<file path="src/rtl/tcp_pkg.sv">
package tcp_pkg;

  // Coordinate and intermediate widths
  localparam int unsigned COORD_W   = 16;
  localparam int unsigned DIFF_W    = COORD_W + 1;
  localparam int unsigned SQ_W      = 2 * DIFF_W;
  localparam int unsigned SUMSQ_W   = SQ_W + 1;
  localparam int unsigned ROOT_W    = (SUMSQ_W + 1) / 2;
  localparam int unsigned RAD_W     = 2 * ROOT_W;
  localparam int unsigned PROD_W    = COORD_W + DIFF_W;
  localparam int unsigned AREA_W    = PROD_W + 2;
  localparam int unsigned PERIM_W   = 20;

  // Pipeline depths: difference, square, sum, then one stage per root bit
  localparam int unsigned PRE_STAGES = 3;
  localparam int unsigned LANE_LAT   = PRE_STAGES + ROOT_W;
  // Area lane registers differences, then products, before the flag delay
  localparam int unsigned AREA_STAGES = 2;
  localparam int unsigned FLAG_DLY   = LANE_LAT - AREA_STAGES;

  typedef struct packed {
    logic signed [COORD_W-1:0] ax;
    logic signed [COORD_W-1:0] ay;
    logic signed [COORD_W-1:0] bx;
    logic signed [COORD_W-1:0] by;
    logic signed [COORD_W-1:0] cx;
    logic signed [COORD_W-1:0] cy;
  } tcp_in_t;

  typedef struct packed {
    logic               is_triangle;
    logic [PERIM_W-1:0] perimeter;
  } tcp_out_t;

endpackage

</file>
<file path="src/rtl/tcp_area_lane.sv">
module tcp_area_lane (
  input  logic            clk_i,
  input  tcp_pkg::tcp_in_t pts_i,
  output logic            tri_o
);
  import tcp_pkg::*;

  logic signed [DIFF_W-1:0]  d1_q, d2_q, d3_q;
  logic signed [COORD_W-1:0] x1_q, x2_q, x3_q;
  logic signed [PROD_W-1:0]  p1_q, p2_q, p3_q;
  logic signed [AREA_W-1:0]  area;
  logic [FLAG_DLY-1:0]       nz_q;

  // Differences, products, then the doubled area test
  always_ff @(posedge clk_i) begin
    d1_q <= DIFF_W'(pts_i.by) - DIFF_W'(pts_i.cy);
    d2_q <= DIFF_W'(pts_i.cy) - DIFF_W'(pts_i.ay);
    d3_q <= DIFF_W'(pts_i.ay) - DIFF_W'(pts_i.by);
    x1_q <= pts_i.ax;
    x2_q <= pts_i.bx;
    x3_q <= pts_i.cx;
    p1_q <= PROD_W'(x1_q) * PROD_W'(d1_q);
    p2_q <= PROD_W'(x2_q) * PROD_W'(d2_q);
    p3_q <= PROD_W'(x3_q) * PROD_W'(d3_q);
  end

  assign area = AREA_W'(p1_q) + AREA_W'(p2_q) + AREA_W'(p3_q);

  // Align the flag with the side lanes
  always_ff @(posedge clk_i) begin
    nz_q <= {nz_q[FLAG_DLY-2:0], (area != '0)};
  end

  assign tri_o = nz_q[FLAG_DLY-1];

endmodule

</file>
<file path="config.mk">
export PLATFORM = sky130hd
export DESIGN_NAME = tcp_area_lane
export DESIGN_NICKNAME = d
export VERILOG_FILES = /design/src/rtl/tcp_pkg.sv /design/src/rtl/tcp_area_lane.sv
export SDC_FILE = /design/constraint.sdc
export NUM_CORES = 2
export LEC_CHECK = 0
export ABC_AREA = 1
export BUFFER_PORTS_ARGS = -buffer_cell sky130_fd_sc_hd__buf_2
export CAP_MARGIN = 20
export CORE_AREA = 2 2 324 326
export DETAILED_ROUTE_END_ITERATION = 8
export DIE_AREA = 0 0 326 328
export SLEW_MARGIN = 10
export SYNTH_ARGS = -nofsm -noshare
export SYNTH_HDL_FRONTEND = slang
export SYNTH_SLANG_ARGS = --single-unit
</file>
<file path="constraint.sdc">
create_clock -name clk_i -period 7.3 [get_ports clk_i]
set_input_delay 2.19 -clock clk_i [delete_from_list [all_inputs] [get_ports clk_i]]
set_output_delay 2.19 -clock clk_i [all_outputs]
set_load 0.03 [all_outputs]
</file>
Word-level counts from Yosys, hierarchy flattened
Index checks and enable logic that the tools add are counted.
{ "word_totals": {"ff_bits": 217, "latchBits": 0, "ramBits": 0, "mem_bits_ro": 0, "in_bits": 97, "output_inout_bits": 1, "wordCells": 19, "n_memories": 0} }
{ "classes": {"addsub": 5, "multipliers": 3, "div_mod_pow": 0, "order_cmp": 0, "n_eq_ne": 0, "shift": 0, "mux": 0, "n_bitwise": 0, "reduce_logical": 1} }
{ "op_table": {"columns": ["cell", "n"], "rows": [
  ["multiplier 16 x 17 -> 33 bit", 3],
  ["subtractor 16 x 16 -> 17 bit", 3],
  ["adder 34 x 33 -> 35 bit", 1],
  ["nonzero test 35 bit", 1],
  ["adder 33 x 33 -> 34 bit", 1]
]} }

Depth between registers and ports, before layout
{ "logic_depth": {"depth_word": 3, "ltp_mapped": 32} }

Worst setup path before layout
No wires, ideal clock.
{ "synth_timing": {"path_type": "reg2reg", "startpoint": "reg x2_q[5]", "endpoint": "reg p2_q[29]", "setup_ns": 0.119, "t_arrival_ns": 5.594, "path_slack_ns": 1.587, "path_stages_with_launch": 21, "n_path_buf": 2, "synth_period_minus_slack_ns": 5.713, "path_cell_list": "dfxtp_1 > clkbuf_1 > clkbuf_1 > nand2_1 > fa_1 > inv_1 > fa_1 > fa_1 > fa_1 > fa_1 > inv_1 > fa_1 > inv_1 > ha_1 > nand2_1 > nor4_1 > nand3_1 > nand3_1 > a31o_2 > a31oi_1 > xnor2_1"} }
{ "synth_between": {"elab_chain_cells": 1} }
{ "synth_lines": {"columns": ["element", "line_no", "rtl"], "rows": [
  ["start: declaration", "tcp_area_lane.sv:9", "logic signed [COORD_W-1:0] x1_q, x2_q, x3_q;"],
  ["start signal: assignment", "tcp_area_lane.sv:20", "x2_q <= pts_i.bx;"],
  ["multiplier 16 x 17 -> 33 bit", "tcp_area_lane.sv:23", "p2_q <= PROD_W'(x2_q) * PROD_W'(d2_q);"],
  ["end signal: assignment", "tcp_area_lane.sv:23", null],
  ["end: declaration", "tcp_area_lane.sv:10", "logic signed [PROD_W-1:0] p1_q, p2_q, p3_q;"]
]} }
Every way passes these cells.

Worst setup path after layout
{ "layout_timing": {"startpoint": "reg x2_q[2]", "endpoint": "reg p2_q[29]"} }
The elaborated chain is that of the path after synthesis.

==> out/results.tsv <==
metric	value	unit
status	finished clean	
Slew headroom	33.9	%
Die W	326	um
hold buffers post-CTS	0	
count leader, synth	inv_1	
Worst setup EP type	flip-flop	
RR Endpoint	p2_q[29]$_DFF_P_	
Reg2Reg Depth	18	
io pins	98	
Sink Count	217	
ratio of final minimum period to clock period	87.7	%
final setup violation count	0	
FF-to-FF Start	x2_q[2]$_DFF_P_	
PortBufs	97	
worst-skew pair later-pin latency	640	ps
die area	107000	um^2
Post-Syn Nets	6250	
ys async rst share	0	%
vias per std cell	4.70	
area share of the largest cell type after synthesis	42.2	%
top cells by count, synth	inv_1, nand2_1, fa_1, ha_1, dfxtp_1	
setup TNS	0	ps
CTS Buffer Depth	3	
max-slew violations	0	
Clock Pin Slew Worst Setup and Hold Paths	60	ps
Iter 0 DRT Violations	1752	
initial antenna violation count	3	
Total GRT Usage	20.5	%
Routed Antenna Nets	0	
Setup Skew	18.3	ps
FF+latch count, synth	217	
Placed Cells	6285	
post-CTS resize count	0	
Layout area overhead	6.98	%
ANT cells	0	
router iterations before antenna repair	5	
Hold Fails Final Rpt	0	
max-cap violations	0	
Die Y	328	um
CP max FO	17	
Crit path required time	7810	ps
Overflow after GRT	0	
share of cells above drive strength 1	5.26	%
post-synthesis sequential area ratio	10.6	%
Post-Layout Cell Count	6343	
Worst Setup SP	x2_q[2]$_DFF_P_	
Netlist cell types	52	
TritonCTS clock tree	built	
dominant cells by area after synthesis	fa_1, inv_1, dfxtp_1	
CP arrival	6910	ps
Yosys warning total	0	
Setup Buffers After CTS	0	
DRT Wirelength	104	mm
vias in the first global route	32300	
post-layout minimum cycle time	6400	ps
first-pass GRT wire length	174	mm
Final nets	6233	
total number of vias	29800	
DPL Wire Length	89.1	mm
DRC	0	
pin count of the biggest net entering global routing	19	
Mapped Avg Cell Area	8.28	um^2
drt wl/cell	16.4	um
f_max	0.156	GHz
R2R Setup Slk	900	ps
cell taking the most area after synthesis	fa_1	
Post-Syn Instances	4955	
mapped cell area	41000	um^2
critical path type	reg -> reg	
Root Driver	clkbuf_16	
Post-Place Cell Area	42800	um^2
Post-synth EDFFs	0	
num rows	118	
Main synth FF type	dfxtp_1	
TritonCTS buffer count	31	
CTS H-Tree Depth	1	
crit path launch type	flip-flop	
GPL Wtd Cong	0.959	
Critical Path Sink	p2_q[29]$_DFF_P_	
Initial Util	39.8	%
worst hold path class	reg -> reg	
Worst Tran Pin Value	990	ps
Final Instance Area	43900	um^2
fillcell total	10300	
core box area	103000	um^2
unrepaired setup endpoints after global routing	no	
[layout by cell type, fill, tap and decap left out, drive strengths merged, types with 73 or more instances in the layout]
cell type and n:
o21ai 75, a21oi 168, buf 129, nor2 149, nand2 1084, fa 865, xnor2 73, inv 1502
dfxtp 217, ha 333, xor2 93
[stage by stage]
step / setup WS, ps / utilization, % / hold slack (ps)
6_report: 896 / 42.5 / 324
5_1_grt: 564 / 42.5 / 325
4_1_cts: 947 / 42.5 / 323
3_5_place_dp: 984 / 41.5 / 312
3_3_place_gp: 1010 / 41.5 / 310
2_1_floorplan: 1590 / - / 310
[sequential cells by signal, summed over array words and instances, names as in the netlist]
register,cells
x3_q,16
nz_q,19
x1_q,16
d2_q,17
p3_q,33
p2_q,33
x2_q,16
d1_q,17
d3_q,17
p1_q,33
[how the worst min path moves through the flow]
stage | start | to | slack (ps) | cells past startpoint
2_1_floorplan | nz_q[9]$_DFF_P_ | nz_q[10]$_DFF_P_ | 310 | 0
3_3_place_gp | nz_q[1]$_DFF_P_ | nz_q[2]$_DFF_P_ | 310 | 0
3_5_place_dp | nz_q[11]$_DFF_P_ | nz_q[12]$_DFF_P_ | 310 | 0
4_1_cts | nz_q[10]$_DFF_P_ | nz_q[11]$_DFF_P_ | 320 | 0
5_1_grt | nz_q[10]$_DFF_P_ | nz_q[11]$_DFF_P_ | 330 | 0
6_report | nz_q[15]$_DFF_P_ | nz_q[16]$_DFF_P_ | 320 | 0
[area by class of cell]
type / instances / area, um^2 / share of cell area, %
clock buffer: 34 / 797 / 1.82
inverter: 1496 / 5620 / 12.8
timing repair buffer: 129 / 726 / 1.65
multi-input combinational: 3063 / 30400 / 69.3
sequential: 217 / 4340 / 9.90
tap: 1380 / 1730 / 3.93
clock inverter: 24 / 287 / 0.653
[metal layers]
metal	share of wire (%)	vias up	global-route usage [%]
li1	-	14100	-
met1	46	14900	29.0
met2	45	691	33.6
met3	6.8	97	3.57
met4	1.6	0	3.40
met5	0	-	0
[worst max-delay path, cell delays in order (launching register included)]
cell     delay (ps)
dfxtp_1         800
nand2_1         190
inv_1           120
fa_1            560
fa_1            920
fa_1            540
fa_1            510
fa_1            490
inv_1            50
fa_1            470
inv_1            40
ha_1            340
nand2_1         140
nor4_1          380
nand3_1         120
nand3_1         170
a31o_2          200
a31oi_1         100
xnor2_1         140
[cell families after synthesis]
kind of cell,after synthesis,synth area share (%)
buffers and inverters,1675,15.3
AND/OR/NAND/NOR,1367,13.3
adder cells (fa/ha/maj),1198,52.4
AO/OA/AOI/OAI,332,4.94
flip-flops,217,10.6
XOR/XNOR,166,3.54
Power is not shown: default switching activity piles up to over one toggle a cycle in this logic, so the estimate is an artifact.
