--- src/rtl/tcp_pkg.sv ---
package tcp_pkg;

  // Coordinate and intermediate widths
  localparam int unsigned COORD_W   = 16;
  localparam int unsigned DIFF_W    = COORD_W + 1;
  localparam int unsigned SQ_W      = 2 * DIFF_W;
  localparam int unsigned SUMSQ_W   = SQ_W + 1;
  localparam int unsigned ROOT_W    = (SUMSQ_W + 1) / 2;
  localparam int unsigned RAD_W     = 2 * ROOT_W;
  localparam int unsigned PROD_W    = COORD_W + DIFF_W;
  localparam int unsigned AREA_W    = PROD_W + 2;
  localparam int unsigned PERIM_W   = 20;

  // Pipeline depths: difference, square, sum, then one stage per root bit
  localparam int unsigned PRE_STAGES = 3;
  localparam int unsigned LANE_LAT   = PRE_STAGES + ROOT_W;
  // Area lane registers differences, then products, before the flag delay
  localparam int unsigned AREA_STAGES = 2;
  localparam int unsigned FLAG_DLY   = LANE_LAT - AREA_STAGES;

  typedef struct packed {
    logic signed [COORD_W-1:0] ax;
    logic signed [COORD_W-1:0] ay;
    logic signed [COORD_W-1:0] bx;
    logic signed [COORD_W-1:0] by;
    logic signed [COORD_W-1:0] cx;
    logic signed [COORD_W-1:0] cy;
  } tcp_in_t;

  typedef struct packed {
    logic               is_triangle;
    logic [PERIM_W-1:0] perimeter;
  } tcp_out_t;

endpackage

--- src/rtl/tcp_merge.sv ---
module tcp_merge (
  input  logic                        clk_i,
  input  logic                        rst_ni,
  input  logic                        valid_i,
  input  logic                        tri_i,
  input  logic [tcp_pkg::ROOT_W-1:0]  len_ab_i,
  input  logic [tcp_pkg::ROOT_W-1:0]  len_bc_i,
  input  logic [tcp_pkg::ROOT_W-1:0]  len_ac_i,
  output logic                        valid_o,
  output tcp_pkg::tcp_out_t           result_o
);
  import tcp_pkg::*;

  logic               valid_q;
  tcp_out_t           res_d, res_q;
  logic [PERIM_W-1:0] sum;

  // Add the three sides, drop the sum when collinear
  assign sum = PERIM_W'(len_ab_i) + PERIM_W'(len_bc_i) + PERIM_W'(len_ac_i);

  always_comb begin
    res_d.is_triangle = tri_i;
    res_d.perimeter   = tri_i ? sum : '0;
  end

  always_ff @(posedge clk_i or negedge rst_ni) begin
    if (!rst_ni) begin
      valid_q <= 1'b0;
    end else begin
      valid_q <= valid_i;
    end
  end

  always_ff @(posedge clk_i) begin
    res_q <= res_d;
  end

  assign valid_o  = valid_q;
  assign result_o = res_q;

endmodule

--- config.mk ---
export PLATFORM = sky130hd
export DESIGN_NAME = tcp_merge
export DESIGN_NICKNAME = d
export VERILOG_FILES = /design/src/rtl/tcp_pkg.sv /design/src/rtl/tcp_merge.sv
export SDC_FILE = /design/constraint.sdc
export NUM_CORES = 1
export LEC_CHECK = 0
export BUFFER_PORTS_ARGS = -buffer_cell sky130_fd_sc_hd__buf_2
export CAP_MARGIN = 40
export CORE_MARGIN = 8
export CORE_UTILIZATION = 50
export DETAILED_ROUTE_END_ITERATION = 7
export MAX_ROUTING_LAYER = met4
export PLACE_DENSITY = 0.9
export SLEW_MARGIN = 20
export SYNTH_ARGS = -nofsm -noshare
export SYNTH_HDL_FRONTEND = slang
export SYNTH_SLANG_ARGS = --single-unit
export TNS_END_PERCENT = 20
--- constraint.sdc ---
create_clock -name clk_i -period 0.8 [get_ports clk_i]
set_clock_uncertainty 0.1 [all_clocks]
set_input_delay 0.16 -clock clk_i [delete_from_list [all_inputs] [get_ports clk_i]]
set_output_delay 0.16 -clock clk_i [all_outputs]
set_load 0.05 [all_outputs]
Word level (Yosys, flattened, before mapping)
Index checks and enable logic that the tools add are counted.
W data, S select, Z words.
- register bits: 22
- output and inout bits: 22
- input port bits: 58
- logic and storage cells: 5
- $add $sub $neg: 2
- operators by type and width (cell ; count):
    $add A19 B18 Y20 ; 1
    $add A18 B18 Y19 ; 1

Logic depth before layout (Yosys ltp)
- word-level depth: 2
- gate-level depth with buffers: 11
- mapped depth without buffers: 11

Least setup slack after synthesis
OpenSTA, ideal clock, no wires.
- path kind: input-to-reg
- from: in len_ab_i[1] (netlist name)
- to: reg res_q, in the netlist result_o[13]
- cell stages on the path: 9
- setup time: 121 ps
- buffers on the path: 0
- data required time: 579 ps
- arrival: 2081 ps
- setup slack: -1503 ps
- path through: fa_1 ha_1 inv_1 fa_1 nand2b_1 a21o_1 a31oi_2 a21oi_1 mux2i_1
- longest elaborated chain between the ends: 2
- RTL lines (what ; RTL line ; text):
    start: declaration ; tcp_merge.sv:6 ; input logic [tcp_pkg::ROOT_W-1:0] len_ab_i,
    $add A18 B18 Y19 ; tcp_merge.sv:19 ; assign sum = PERIM_W'(len_ab_i) + PERIM_W'(len_bc_i) + PERIM_W'(len_ac_i);
    $add A19 B18 Y20 ; tcp_merge.sv:19 ;
    end signal: assignment ; tcp_merge.sv:35 ; res_q <= res_d;
    end: declaration ; tcp_merge.sv:15 ; tcp_out_t res_d, res_q;
Every way passes these cells.
A chain may end at the register's enable or synchronous reset.

Final worst setup path
- from: in len_ab_i[1] (netlist name)
- to: reg res_q, in the netlist result_o[17]
Same word-level chain as after synthesis.

==> impl_metrics.prom <==
# TYPE chip_impl_metric gauge
chip_impl_metric{name="register_area",unit="um^2"} 471.7
chip_impl_metric{name="worst_path_fanout_max",unit=""} 3
chip_impl_metric{name="synthesis.area_per_instance",unit="um^2"} 9.524
chip_impl_metric{name="cellPowerDensity",unit="mW/mm^2"} 2458
chip_impl_metric{name="synth.distinct_cells",unit=""} 38
chip_impl_metric{name="die_h",unit="um"} 77.11
chip_impl_metric{name="synth.ff_latch_count",unit=""} 22
chip_impl_metric{name="detailedRoute.firstIterationViolations",unit=""} 245
chip_impl_metric{name="layout_setup_ws",unit="ns"} -1.479
chip_impl_metric{name="placed_area",unit="mm^2"} 0.002720
chip_impl_metric{name="synth.yosys.seq_area_share",unit=""} 0.2386
chip_impl_metric{name="final_min_period_over_clock_period",unit=""} 2.849
chip_impl_metric{name="dr.pass1.iters",unit=""} 5
chip_impl_metric{name="utilization_after_layout",unit=""} 0.9215
chip_impl_metric{name="cts-buffers-inserted",unit=""} 3
chip_impl_metric{name="port_buffers",unit=""} 79
chip_impl_metric{name="timing.setup.tns",unit="ns"} -27.71
chip_impl_metric{name="report.final.slew_viol_count",unit=""} 0
chip_impl_metric{name="place_hpwl",unit="um"} 4860
chip_impl_metric{name="final_layout_size_suffix_gt1_frac",unit=""} 0.6078
chip_impl_metric{name="clk_path_buf_depth",unit=""} 2
chip_impl_metric{name="cellLeakagePower",unit="nW"} 1.544
chip_impl_metric{name="synth_nets",unit=""} 290
chip_impl_metric{name="dp_cells",unit=""} 369
chip_impl_metric{name="crit_required",unit="ns"} 0.89
chip_impl_metric{name="finalWeightedCongestion",unit=""} 0.8811
chip_impl_metric{name="nFillCells",unit=""} 126
chip_impl_info{name="rsz0062_at_grt",value="true"} 1
chip_impl_info{name="cts_tree",value="done"} 1
chip_impl_metric{name="dieWidth",unit="um"} 77.11
chip_impl_metric{name="combined_area_of_the_multi_input_logic_cells",unit="mm^2"} 0.001602
chip_impl_metric{name="max-cap-violations",unit=""} 0
chip_impl_metric{name="htreeDepth",unit=""} 1
chip_impl_info{name="ys_top_cells_by_area",value="dfxtp_1, fa_1, ha_1"} 1
chip_impl_metric{name="grt_start_max_net_pins",unit=""} 15
chip_impl_info{name="mostFrequentLayoutCell",value="buf_4"} 1
chip_impl_info{name="layout.cells.most_common_list",value="buf_4, buf_2, dfxtp_2"} 1
chip_impl_metric{name="synth_largest_type_area_fraction",unit=""} 0.2252
chip_impl_info{name="timing.hold.worst.class",value="input port to asynchronous set/reset pin"} 1
chip_impl_metric{name="place_worst_setup_slack",unit="ns"} -1.642
chip_impl_metric{name="post_drt_wl_per_cell",unit="um"} 24.19
chip_impl_metric{name="route.detailed.drc",unit=""} 0
chip_impl_metric{name="vias",unit=""} 2401
chip_impl_metric{name="setup_viol_count_final",unit=""} 41
chip_impl_info{name="start_kind",value="input port"} 1
chip_impl_info{name="timing.critical_path.to_type",value="flop"} 1
chip_impl_metric{name="tritoncts_num_sinks",unit=""} 22
chip_impl_metric{name="power.share.combinational",unit=""} 0.671
chip_impl_info{name="cts-root-buf",value="clkbuf_8"} 1
chip_impl_metric{name="final_cell_area",unit="mm^2"} 0.003348
chip_impl_metric{name="crit_arrival",unit="ns"} 2.37
chip_impl_metric{name="slew_headroom",unit=""} 0.6656
chip_impl_metric{name="antenna_found_initial",unit=""} 0
chip_impl_metric{name="global_route_wire_length_before_repair",unit="um"} 11630
chip_impl_metric{name="peakVddDrop",unit="mV"} 1.104
chip_impl_metric{name="synth_area",unit="mm^2"} 0.001867
chip_impl_metric{name="clock_transition_at_path_regs",unit="ns"} 0.09
chip_impl_info{name="synth_largest_area_cell",value="dfxtp_1"} 1
chip_impl_metric{name="power.switching",unit="mW"} 3.652
chip_impl_info{name="critPathKind",value="input port to flop"} 1
chip_impl_metric{name="power.clock.fraction",unit=""} 0.135
chip_impl_metric{name="antenna_cells",unit=""} 0
chip_impl_metric{name="layout_area_overhead",unit="%"} 79.36
chip_impl_metric{name="fin_nets",unit=""} 429
chip_impl_metric{name="swShare",unit=""} 0.4437
chip_impl_metric{name="timing.final.crit_period",unit="ns"} 2.279
chip_impl_metric{name="placement_rows",unit=""} 22
chip_impl_metric{name="pwr-share-seq",unit=""} 0.193
chip_impl_metric{name="final_cells",unit=""} 382
chip_impl_info{name="failed_checks",value="setup timing"} 1
chip_impl_metric{name="start_util",unit=""} 0.5138
chip_impl_metric{name="route.detailed.vias_per_inst",unit=""} 6.285
chip_impl_metric{name="synth_cells",unit=""} 196
chip_impl_metric{name="final.hold.worst_slack",unit="ns"} 0.08734
chip_impl_metric{name="max_clock_freq",unit="GHz"} 0.4388
chip_impl_metric{name="floorplan.die_area",unit="mm^2"} 0.005945
chip_impl_metric{name="internal_power",unit="mW"} 4.579
chip_impl_metric{name="worst_slew_pin_slew",unit="ns"} 0.4964
chip_impl_metric{name="synth_warnings",unit=""} 0
chip_impl_metric{name="core",unit="mm^2"} 0.003633
chip_impl_metric{name="design_power_total",unit="mW"} 8.231
chip_impl_metric{name="postRouteWirelength",unit="um"} 9242
chip_impl_metric{name="gr-total-overflow",unit=""} 0
chip_impl_metric{name="ios",unit=""} 80
chip_impl_info{name="outcome",value="complete, but fails checks"} 1
chip_impl_metric{name="ant_nets",unit=""} 0
chip_impl_metric{name="grt_total_usage",unit=""} 0.2473
chip_impl_metric{name="via_count_of_the_first_global_routing_pass",unit=""} 2421
chip_impl_metric{name="hold_viol_final",unit=""} 0
[logic make-up after synthesis]
family / synth area share
compound gates: 0.1910
xor+xnor: 0.03754
fa+ha+maj: 0.3177
buf+inv: 0.02881
flops: 0.2386
mux: 0.03217
simple gates: 0.1542
[cell type report]
class / instances / area share
Inverter: 8 / 0.008969
Tap cell: 48 / 0.01794
Timing Repair Buffer: 138 / 0.3326
Clock buffer: 3 / 0.01233
Sequential cell: 22 / 0.1409
Multi-Input combinational cell: 162 / 0.4783
Clock inverter: 1 / 0.008969
[critical path, cell delays in order]
cell and delay, ns:
buf_6 0.09, fa_1 0.58, ha_4 0.17, inv_2 0.04, fa_2 0.36, nand2b_4 0.16
a21o_4 0.24, a31oi_4 0.24, a21oi_2 0.13, mux2i_1 0.21
[flip-flops by register name, indices dropped and copies added (netlist names)]
register / flops
result_o: 21
valid_o: 1
[worst paths after layout]
check	slack, ns	cells past startpoint	from	end
setup / recovery	-1.48	10	len_ab_i[1]	result_o[17]
hold / removal	0.09	2	rst_ni	valid_o
max in group asynchronous	0.43	2	rst_ni	valid_o
min in group clk_i	0.12	2	tri_i	result_o[20]
[timing repair]
item	in CTS	in global routing
hold buffers	2	0
pin swaps	15	22
setup buffers	3	4
cloned	0	0
endpoints found under the hold margin	2	0
setup endpoints to repair	41	42
resized for setup	95	34
[routing by layer]
metal	GRT usage	vias to the layer above	wire length [um]
met5	-	-	0
met4	0.1434	0	720
met3	0.04429	76	864
met2	0.4469	237	4354
met1	0.2434	1119	3302
li1	-	969	-
[synth_stat cells]
master / count
a211oi_2: 2
a21boi_1: 2
a21o_1: 3
a21oi_1: 15
a21oi_2: 3
a311o_1: 2
a31oi_1: 3
a31oi_2: 1
and2_1: 2
and3_1: 3
buf_1: 1
buf_2: 1
buf_6: 1
clkbuf_1: 1
dfrtp_1: 1
dfxtp_1: 21
fa_1: 19
ha_1: 17
inv_1: 8
mux2i_1: 6
nand2_1: 13
nand2b_1: 9
nand3_1: 3
nand3b_1: 1
nand4_1: 2
nand4b_1: 1
nor2_1: 22
nor3_1: 5
o211ai_1: 3
o211ai_2: 1
o21a_1: 3
o21ai_0: 4
o21ai_1: 6
o221ai_1: 1
o2bb2ai_1: 1
o32ai_2: 1
xnor2_1: 3
xor2_1: 5
[power by group through the flow]
stage | registers [mW] | logic, mW | clock network [mW]
floorplan | 2.31 | 1.65 | 0
global placement | 1.41 | 3.83 | 0
detailed placement | 1.42 | 4.00 | 0
CTS | 1.55 | 4.68 | 1.07
global route | 1.61 | 5.71 | 1.18
finish | 1.59 | 5.53 | 1.11
No activity file was read; power rests on OpenSTA's default activity.
