<file path="src/rtl/tcp_pkg.sv">
package tcp_pkg;

  // Coordinate and intermediate widths
  localparam int unsigned COORD_W   = 16;
  localparam int unsigned DIFF_W    = COORD_W + 1;
  localparam int unsigned SQ_W      = 2 * DIFF_W;
  localparam int unsigned SUMSQ_W   = SQ_W + 1;
  localparam int unsigned ROOT_W    = (SUMSQ_W + 1) / 2;
  localparam int unsigned RAD_W     = 2 * ROOT_W;
  localparam int unsigned PROD_W    = COORD_W + DIFF_W;
  localparam int unsigned AREA_W    = PROD_W + 2;
  localparam int unsigned PERIM_W   = 20;

  // Pipeline depths: difference, square, sum, then one stage per root bit
  localparam int unsigned PRE_STAGES = 3;
  localparam int unsigned LANE_LAT   = PRE_STAGES + ROOT_W;
  // Area lane registers differences, then products, before the flag delay
  localparam int unsigned AREA_STAGES = 2;
  localparam int unsigned FLAG_DLY   = LANE_LAT - AREA_STAGES;

  typedef struct packed {
    logic signed [COORD_W-1:0] ax;
    logic signed [COORD_W-1:0] ay;
    logic signed [COORD_W-1:0] bx;
    logic signed [COORD_W-1:0] by;
    logic signed [COORD_W-1:0] cx;
    logic signed [COORD_W-1:0] cy;
  } tcp_in_t;

  typedef struct packed {
    logic               is_triangle;
    logic [PERIM_W-1:0] perimeter;
  } tcp_out_t;

endpackage

</file>
<file path="src/rtl/tcp_isqrt.sv">
module tcp_isqrt (
  input  logic                        clk_i,
  input  logic [tcp_pkg::RAD_W-1:0]   rad_i,
  output logic [tcp_pkg::ROOT_W-1:0]  root_o
);
  import tcp_pkg::*;

  localparam int unsigned REM_W = ROOT_W + 2;

  logic [RAD_W-1:0]  rad_q  [ROOT_W];
  logic [REM_W-1:0]  rem_q  [ROOT_W];
  logic [ROOT_W-1:0] root_q [ROOT_W];

  // One root bit per stage, restoring digit recurrence
  for (genvar s = 0; s < ROOT_W; s++) begin : g_step
    logic [RAD_W-1:0]  rad_in;
    logic [REM_W-1:0]  rem_in;
    logic [ROOT_W-1:0] root_in;
    logic [REM_W-1:0]  rem_sh;
    logic [REM_W-1:0]  trial;
    logic              ge;

    if (s == 0) begin : g_first
      assign rad_in  = rad_i;
      assign rem_in  = '0;
      assign root_in = '0;
    end else begin : g_next
      assign rad_in  = rad_q[s-1];
      assign rem_in  = rem_q[s-1];
      assign root_in = root_q[s-1];
    end

    // Bring down the next two radicand bits and try the next root bit
    assign rem_sh = {rem_in[REM_W-3:0], rad_in[RAD_W-1 -: 2]};
    assign trial  = {root_in, 2'b01};
    assign ge     = (rem_sh >= trial);

    always_ff @(posedge clk_i) begin
      rad_q[s]  <= rad_in << 2;
      rem_q[s]  <= ge ? (rem_sh - trial) : rem_sh;
      root_q[s] <= {root_in[ROOT_W-2:0], ge};
    end
  end

  assign root_o = root_q[ROOT_W-1];

endmodule

</file>
<file path="src/rtl/tcp_side_lane.sv">
module tcp_side_lane (
  input  logic                                clk_i,
  input  logic signed [tcp_pkg::COORD_W-1:0]  x0_i,
  input  logic signed [tcp_pkg::COORD_W-1:0]  y0_i,
  input  logic signed [tcp_pkg::COORD_W-1:0]  x1_i,
  input  logic signed [tcp_pkg::COORD_W-1:0]  y1_i,
  output logic [tcp_pkg::ROOT_W-1:0]          len_o
);
  import tcp_pkg::*;

  logic signed [DIFF_W-1:0] dx, dy;
  logic [DIFF_W-1:0]        mag_x_q, mag_y_q;
  logic [SQ_W-1:0]          sq_x_q, sq_y_q;
  logic [SUMSQ_W-1:0]       sum_q;

  assign dx = DIFF_W'(x1_i) - DIFF_W'(x0_i);
  assign dy = DIFF_W'(y1_i) - DIFF_W'(y0_i);

  // Magnitudes, squares, then the squared length
  always_ff @(posedge clk_i) begin
    mag_x_q <= dx[DIFF_W-1] ? DIFF_W'(-dx) : DIFF_W'(dx);
    mag_y_q <= dy[DIFF_W-1] ? DIFF_W'(-dy) : DIFF_W'(dy);
    sq_x_q  <= SQ_W'(mag_x_q) * SQ_W'(mag_x_q);
    sq_y_q  <= SQ_W'(mag_y_q) * SQ_W'(mag_y_q);
    sum_q   <= SUMSQ_W'(sq_x_q) + SUMSQ_W'(sq_y_q);
  end

  tcp_isqrt u_isqrt (
    .clk_i  (clk_i),
    .rad_i  (RAD_W'(sum_q)),
    .root_o (len_o)
  );

endmodule

</file>
<file path="config.mk">
export PLATFORM = sky130hd
export DESIGN_NAME = tcp_side_lane
export DESIGN_NICKNAME = d
export VERILOG_FILES = /design/src/rtl/tcp_pkg.sv /design/src/rtl/tcp_isqrt.sv /design/src/rtl/tcp_side_lane.sv
export SDC_FILE = /design/constraint.sdc
export NUM_CORES = 2
export LEC_CHECK = 0
export ABC_AREA = 1
export BUFFER_PORTS_ARGS = -buffer_cell sky130_fd_sc_hd__buf_2
export CAP_MARGIN = 20
export CORE_MARGIN = 1
export CORE_UTILIZATION = 35
export DETAILED_ROUTE_END_ITERATION = 6
export MAX_ROUTING_LAYER = met4
export PLACE_DENSITY = 0.57
export SLEW_MARGIN = 10
export SYNTH_ARGS = -nofsm -noshare
export SYNTH_HDL_FRONTEND = slang
export SYNTH_SLANG_ARGS = --single-unit
</file>
<file path="constraint.sdc">
create_clock -name clk_i -period 14.9 [get_ports clk_i]
set_input_delay 1.49 -clock clk_i [delete_from_list [all_inputs] [get_ports clk_i]]
set_output_delay 1.49 -clock clk_i [all_outputs]
set_load 0.1 [all_outputs]
</file>
* After elaboration in Yosys (flattened, before gate mapping) *
Memory sizes are Yosys's and may differ from the RTL's.
Cells that the tools add are included.

cells by class
  order comparisons = 18
  reduce and logical (&&, ||, !) cells = 0
  shift operators = 0
  div/mod/pow operators = 0
  equality and inequality tests = 0
  muxes and demuxes = 20
  $add $sub $neg = 23
  bitwise operators = 0
  multipliers = 2

operator list
  cell                 count
  $mux 20              18
  $ge 20x20->1         17
  $sub 20x20->20       17
  $mul 17x17->34       2
  $add 34x34->35       1
  $neg 17->17          2
  $sub 16x16->17       2
  $mux 16              2
  $sub 1x1->2 const B  1
  $ge 1x1->1 const B   1

storage, ports and cells
  bits in latches = 0
  output and inout bits = 18
  RAM bits = 1296
  memories kept = 3
  logic and storage cells = 73
  bits in registers = 137
  input bits = 65
  ROM bits = 0

memory list
  memory          depth  bits a word  rd ports  clocked after memory_dff  write ports  RTL line         source
  u_isqrt.rad_q   18     34           17        0                         18           tcp_isqrt.sv:10  logic [RAD_W-1:0] rad_q [ROOT_W];
  u_isqrt.rem_q   18     20           17        0                         18           tcp_isqrt.sv:11  logic [REM_W-1:0] rem_q [ROOT_W];
  u_isqrt.root_q  18     18           18        0                         18           tcp_isqrt.sv:12  logic [ROOT_W-1:0] root_q [ROOT_W];

* Longest topological paths before layout *
  word-level depth = 3
  mapped depth = 27
  depth with buffers taken out = 25

* Hierarchy *
Synthesis repeated with hierarchy kept, for this count alone.

second synthesis, totals
  cell total of the unflattened synthesis = 7056
  area total of the unflattened synthesis = 55652.1 um^2

by module, submodules not included
  module         cells an instance  area an instance (um^2)  sequential area each (um^2)  times used
  tcp_isqrt      3906               31412.6                  15274.6                      1
  tcp_side_lane  3150               24239.5                  2702.6                       1

* Worst setup path after synthesis *
OpenSTA, ideal clock, no wires.

  kind = register -> register
  from = register mag_y_q[7]
  to = register sq_y_q[21]
  cell stages (with the launch flop) = 22
  setup slack = 9.417 ns
  arrival = 5.363 ns
  library setup time = 0.120 ns
  clock period less this slack = 5.483 ns
  buffers on the path = 2
  data required time = 14.780 ns
  cells stage by stage = dfxtp_1 clkbuf_1 clkbuf_1 nand2_1 fa_1 inv_1 fa_1 inv_1 fa_1 inv_1 fa_1 fa_1 inv_1 fa_1 inv_1 ha_1 nand2_1 nor2_1 nand2_1 o21ai_0 a21oi_1 xnor2_1

on the way
  cells in the longest elaborated chain, start to end = 1

ends and longest elaborated chain
  item                    RTL line             source
  start, declared         tcp_side_lane.sv:12  logic [DIFF_W-1:0] mag_x_q, mag_y_q;
  start signal, assigned  tcp_side_lane.sv:22  mag_y_q <= dy[DIFF_W-1] ? DIFF_W'(-dy) : DIFF_W'(dy);
  $mul 17x17->34          tcp_side_lane.sv:24  sq_y_q <= SQ_W'(mag_y_q) * SQ_W'(mag_y_q);
  end signal, assigned    tcp_side_lane.sv:24
  end, declared           tcp_side_lane.sv:13  logic [SQ_W-1:0] sq_x_q, sq_y_q;

No other way between the ends.
A chain may end at the register's enable or synchronous reset.

* Worst setup path in the final report *
  from = register mag_y_q[3]
  to = register sq_y_q[21]

The elaborated chain is that of the path after synthesis.

==> impl_metrics.csv <==
group,metric,value,unit
logic_synthesis,yosys_register_bits,894,
run_status,run_status,"finished, final reports clean",
die,core_region_area,152000,µm²
clock_tree,clockRootBuffer,"sky130_fd_sc_hd__clkbuf_16",
logic_synthesis,netlist_area,53700,µm²
placed_design,dp.final_hpwl,98.9,mm
placed_design,placement.io_buffers,82,
die,die-area,155000,µm²
timing,rsz0062_at_grt,"false",
routing,number_of_drc_violations_after_detailed_routing_iteration_0,1984,
clock_tree,clk-insertion-delay-late,0.67,ns
worst_setup_path,worst_ep_arrival_time,6.58,ns
logic_synthesis,synth_enable_flop_cells,0,
clock_tree,cts_repair_resize_count,0,
worst_setup_path,critical_path.max_fanout,18,
timing,finalSetupViolCount,0,
timing,timing.final.max_slew_violations,0,
timing,final_layout_setup_total_negative_slack,0,ns
routing,aggregate_routed_wire_length,119,mm
placed_design,gpl.final_weighted_congestion,0.887,
layout,antenna-diode-count,0,
logic_synthesis,yosysWarningCount,0,
die,placement_rows,143,
timing,period_share,40.4,%
die,floorplan.initialDensity,35.3,%
logic_synthesis,ys_seq_area_share,33.3,%
logic_synthesis,syn_inst,6520,
die,ios,83,
layout,area_growth_synth_to_finish,11.0,%
layout,final_layout_size_suffix_gt1_share,6.38,%
timing,achievable-frequency,0.166,GHz
routing,drt.antenna.violating_nets,0,
layout,commonest_non_fill_non_tap_cells_in_the_layout,"1,347 x sky130_fd_sc_hd__nand2_1, 1,321 x sky130_fd_sc_hd__inv_1, 894 x sky130_fd_sc_hd__dfxtp_1",
clock_tree,tritoncts.num_buffers,96,
logic_synthesis,post_synth_num_cell_types,61,
global_route,grt-ovfl-total,0,
worst_setup_path,worstPathRequired,15.46,ns
routing,drt-pass1-iter-count,5,
routing,drcViolationCount,0,
logic_synthesis,syn_area_per_cell,8.24,µm²
routing,total_vias_in_the_final_route,39682,
logic_synthesis,ys_dominant_reg_cell,"sky130_fd_sc_hd__dfxtp_1",
logic_synthesis,synth-async-reset-ratio,0,%
clock_tree,cts_hold_buffers,0,
clock_tree,cts_tree,"done",
logic_synthesis,syn_nets,7439,
layout,mostFrequentLayoutCell,"sky130_fd_sc_hd__nand2_1",
global_route,grt_first_pass_wirelength,198,mm
flow_run,cap_viol_max_count,0,
layout,layout.cells.non_filler,8708,
die,die_height,394,µm
layout,finalNetCount,7517,
timing,final.setup_skew,0.0244,ns
routing,routedWlPerCell,13.7,µm
global_route,grt_max_degree,32,
global_route,vias_in_the_first_global_route,39930,
timing,tightestPinTransition,0.885,ns
global_route,groute.usage.overall,15.9,%
routing,post_drt_via_cell_ratio,4.56,
worst_setup_path,timing.setup.critical_path_class,"reg -> reg",
global_route,antenna_violations_before_repair,0,
clock_tree,cts_num_sinks,894,
clock_tree,cts.clk_slew.worst_paths,0.06,ns
timing,period_minus_slack,6.02,ns
clock_tree,postCtsSetupBuffers,0,
timing,final-hold-violation-count,0,
worst_setup_path,crit_path_end_kind,"register",
worst_setup_path,critPathLaunchType,"register",
placed_design,placed_cells,8530,
clock_tree,htreeDepth,3,
min_path,hold_path.class,"reg -> reg",
clock_tree,clk_path_buf_depth,3,
die,die_x,394,µm
timing,timing.slew.headroom,40.9,%
==> cells by family after synthesis <==
kind of cell | synth area share (%)
flops | 33.3
simple gates | 18.0
compound gates | 8.22
fa+ha+maj | 25.3
xor+xnor | 4.79
other cells | 0.00698
buf+inv | 10.4
==> through the flow <==
| step | hold slack [ns] | area (µm²) | setup WS (ns) | utilization [%] |
|---|---|---|---|---|
| final | 0.303 | 59600 | 8.88 | 39.2 |
| after global routing | 0.304 | 59600 | 8.54 | 39.2 |
| after CTS | 0.301 | 59600 | 8.95 | 39.2 |
| after detailed placement | 0.312 | 56100 | 8.93 | 36.9 |
| after global placement | 0.309 | 56100 | 9.02 | 36.9 |
| after floorplan | 0.310 | 53700 | 9.42 | - |
==> registers in the layout, indices dropped and copies added (netlist names) <==
name,count
u_isqrt.rad_q,306
u_isqrt.rem_q,282
u_isqrt.root_q,171
sum_q,35
sq_x_q,33
sq_y_q,33
mag_x_q,17
mag_y_q,17
==> cells in the mapped netlist, drive strengths merged (2+ instances only) <==
cell     number  share of area [%]
or2          32               0.37
nand3       241                2.5
a31oi        12               0.15
a21o         23               0.32
clkbuf       71               0.50
nor4         28               0.34
ha          469                 11
nor3         61               0.66
nand2      1392                 10
xnor2       117                1.9
o2111ai       3              0.049
a21boi        7               0.12
and2          6              0.070
nand3b       18               0.25
nand4        60               0.70
nor3b         2              0.028
o21bai       27               0.38
fa          385                 14
buf          31               0.57
xor2        176                2.9
nor2        412                3.0
o211ai       19               0.27
o21ai       315                3.1
a211oi       11               0.15
o31a          2              0.033
o21a         13               0.18
dfxtp       894                 33
inv        1335                9.3
o31ai         2              0.028
a21oi       345                3.3
and3          4              0.047
==> critical path: stages, from the launching register on <==
cell and delay [ns]:
sky130_fd_sc_hd__dfxtp_1 0.82, sky130_fd_sc_hd__nand2_1 0.27, sky130_fd_sc_hd__fa_1 0.57, sky130_fd_sc_hd__fa_1 0.52
sky130_fd_sc_hd__fa_1 0.53, sky130_fd_sc_hd__inv_1 0.06, sky130_fd_sc_hd__fa_1 0.49, sky130_fd_sc_hd__fa_1 0.49
sky130_fd_sc_hd__inv_1 0.05, sky130_fd_sc_hd__fa_1 0.47, sky130_fd_sc_hd__inv_1 0.04, sky130_fd_sc_hd__ha_1 0.33
sky130_fd_sc_hd__nand2_1 0.10, sky130_fd_sc_hd__nor2_1 0.20, sky130_fd_sc_hd__nand2_1 0.07, sky130_fd_sc_hd__o21ai_0 0.56
sky130_fd_sc_hd__a21oi_1 0.19, sky130_fd_sc_hd__xnor2_1 0.16
==> worst paths after layout <==
path,depth (start not counted),start,to,slack (ns)
worst max register to register,17,mag_y_q[3]$_DFF_P_,sq_y_q[21]$_DFF_P_,8.88
worst max-delay path,17,mag_y_q[3]$_DFF_P_,sq_y_q[21]$_DFF_P_,8.88
worst min-delay path,0,u_isqrt.rad_q[0][27]$_DFF_P_,u_isqrt.rad_q[1][29]$_DFF_P_,0.30
worst min register to register,0,u_isqrt.rad_q[0][27]$_DFF_P_,u_isqrt.rad_q[1][29]$_DFF_P_,0.30
==> cell type report <==
cell class	count	area, µm²
Tap cell	2030	2540
Timing Repair Buffer	82	410
Fill cell	15580	92500
Multi-Input combinational cell	4189	30200
Clock buffer	113	2550
Sequential cell	894	17900
Inverter	1335	5020
Clock inverter	65	973
==> layer usage <==
metal | track usage [%] | vias to the layer above | routed length [µm]
met2 | 27.6 | 656 | 58800
met1 | 19.5 | 18499 | 53100
met5 | - | - | 0
li1 | - | 20357 | -
met4 | 4.38 | 0 | 3250
met3 | 1.72 | 170 | 4020
Power is not shown: default switching activity piles up to over one toggle a cycle in this logic, so the estimate is an artifact.
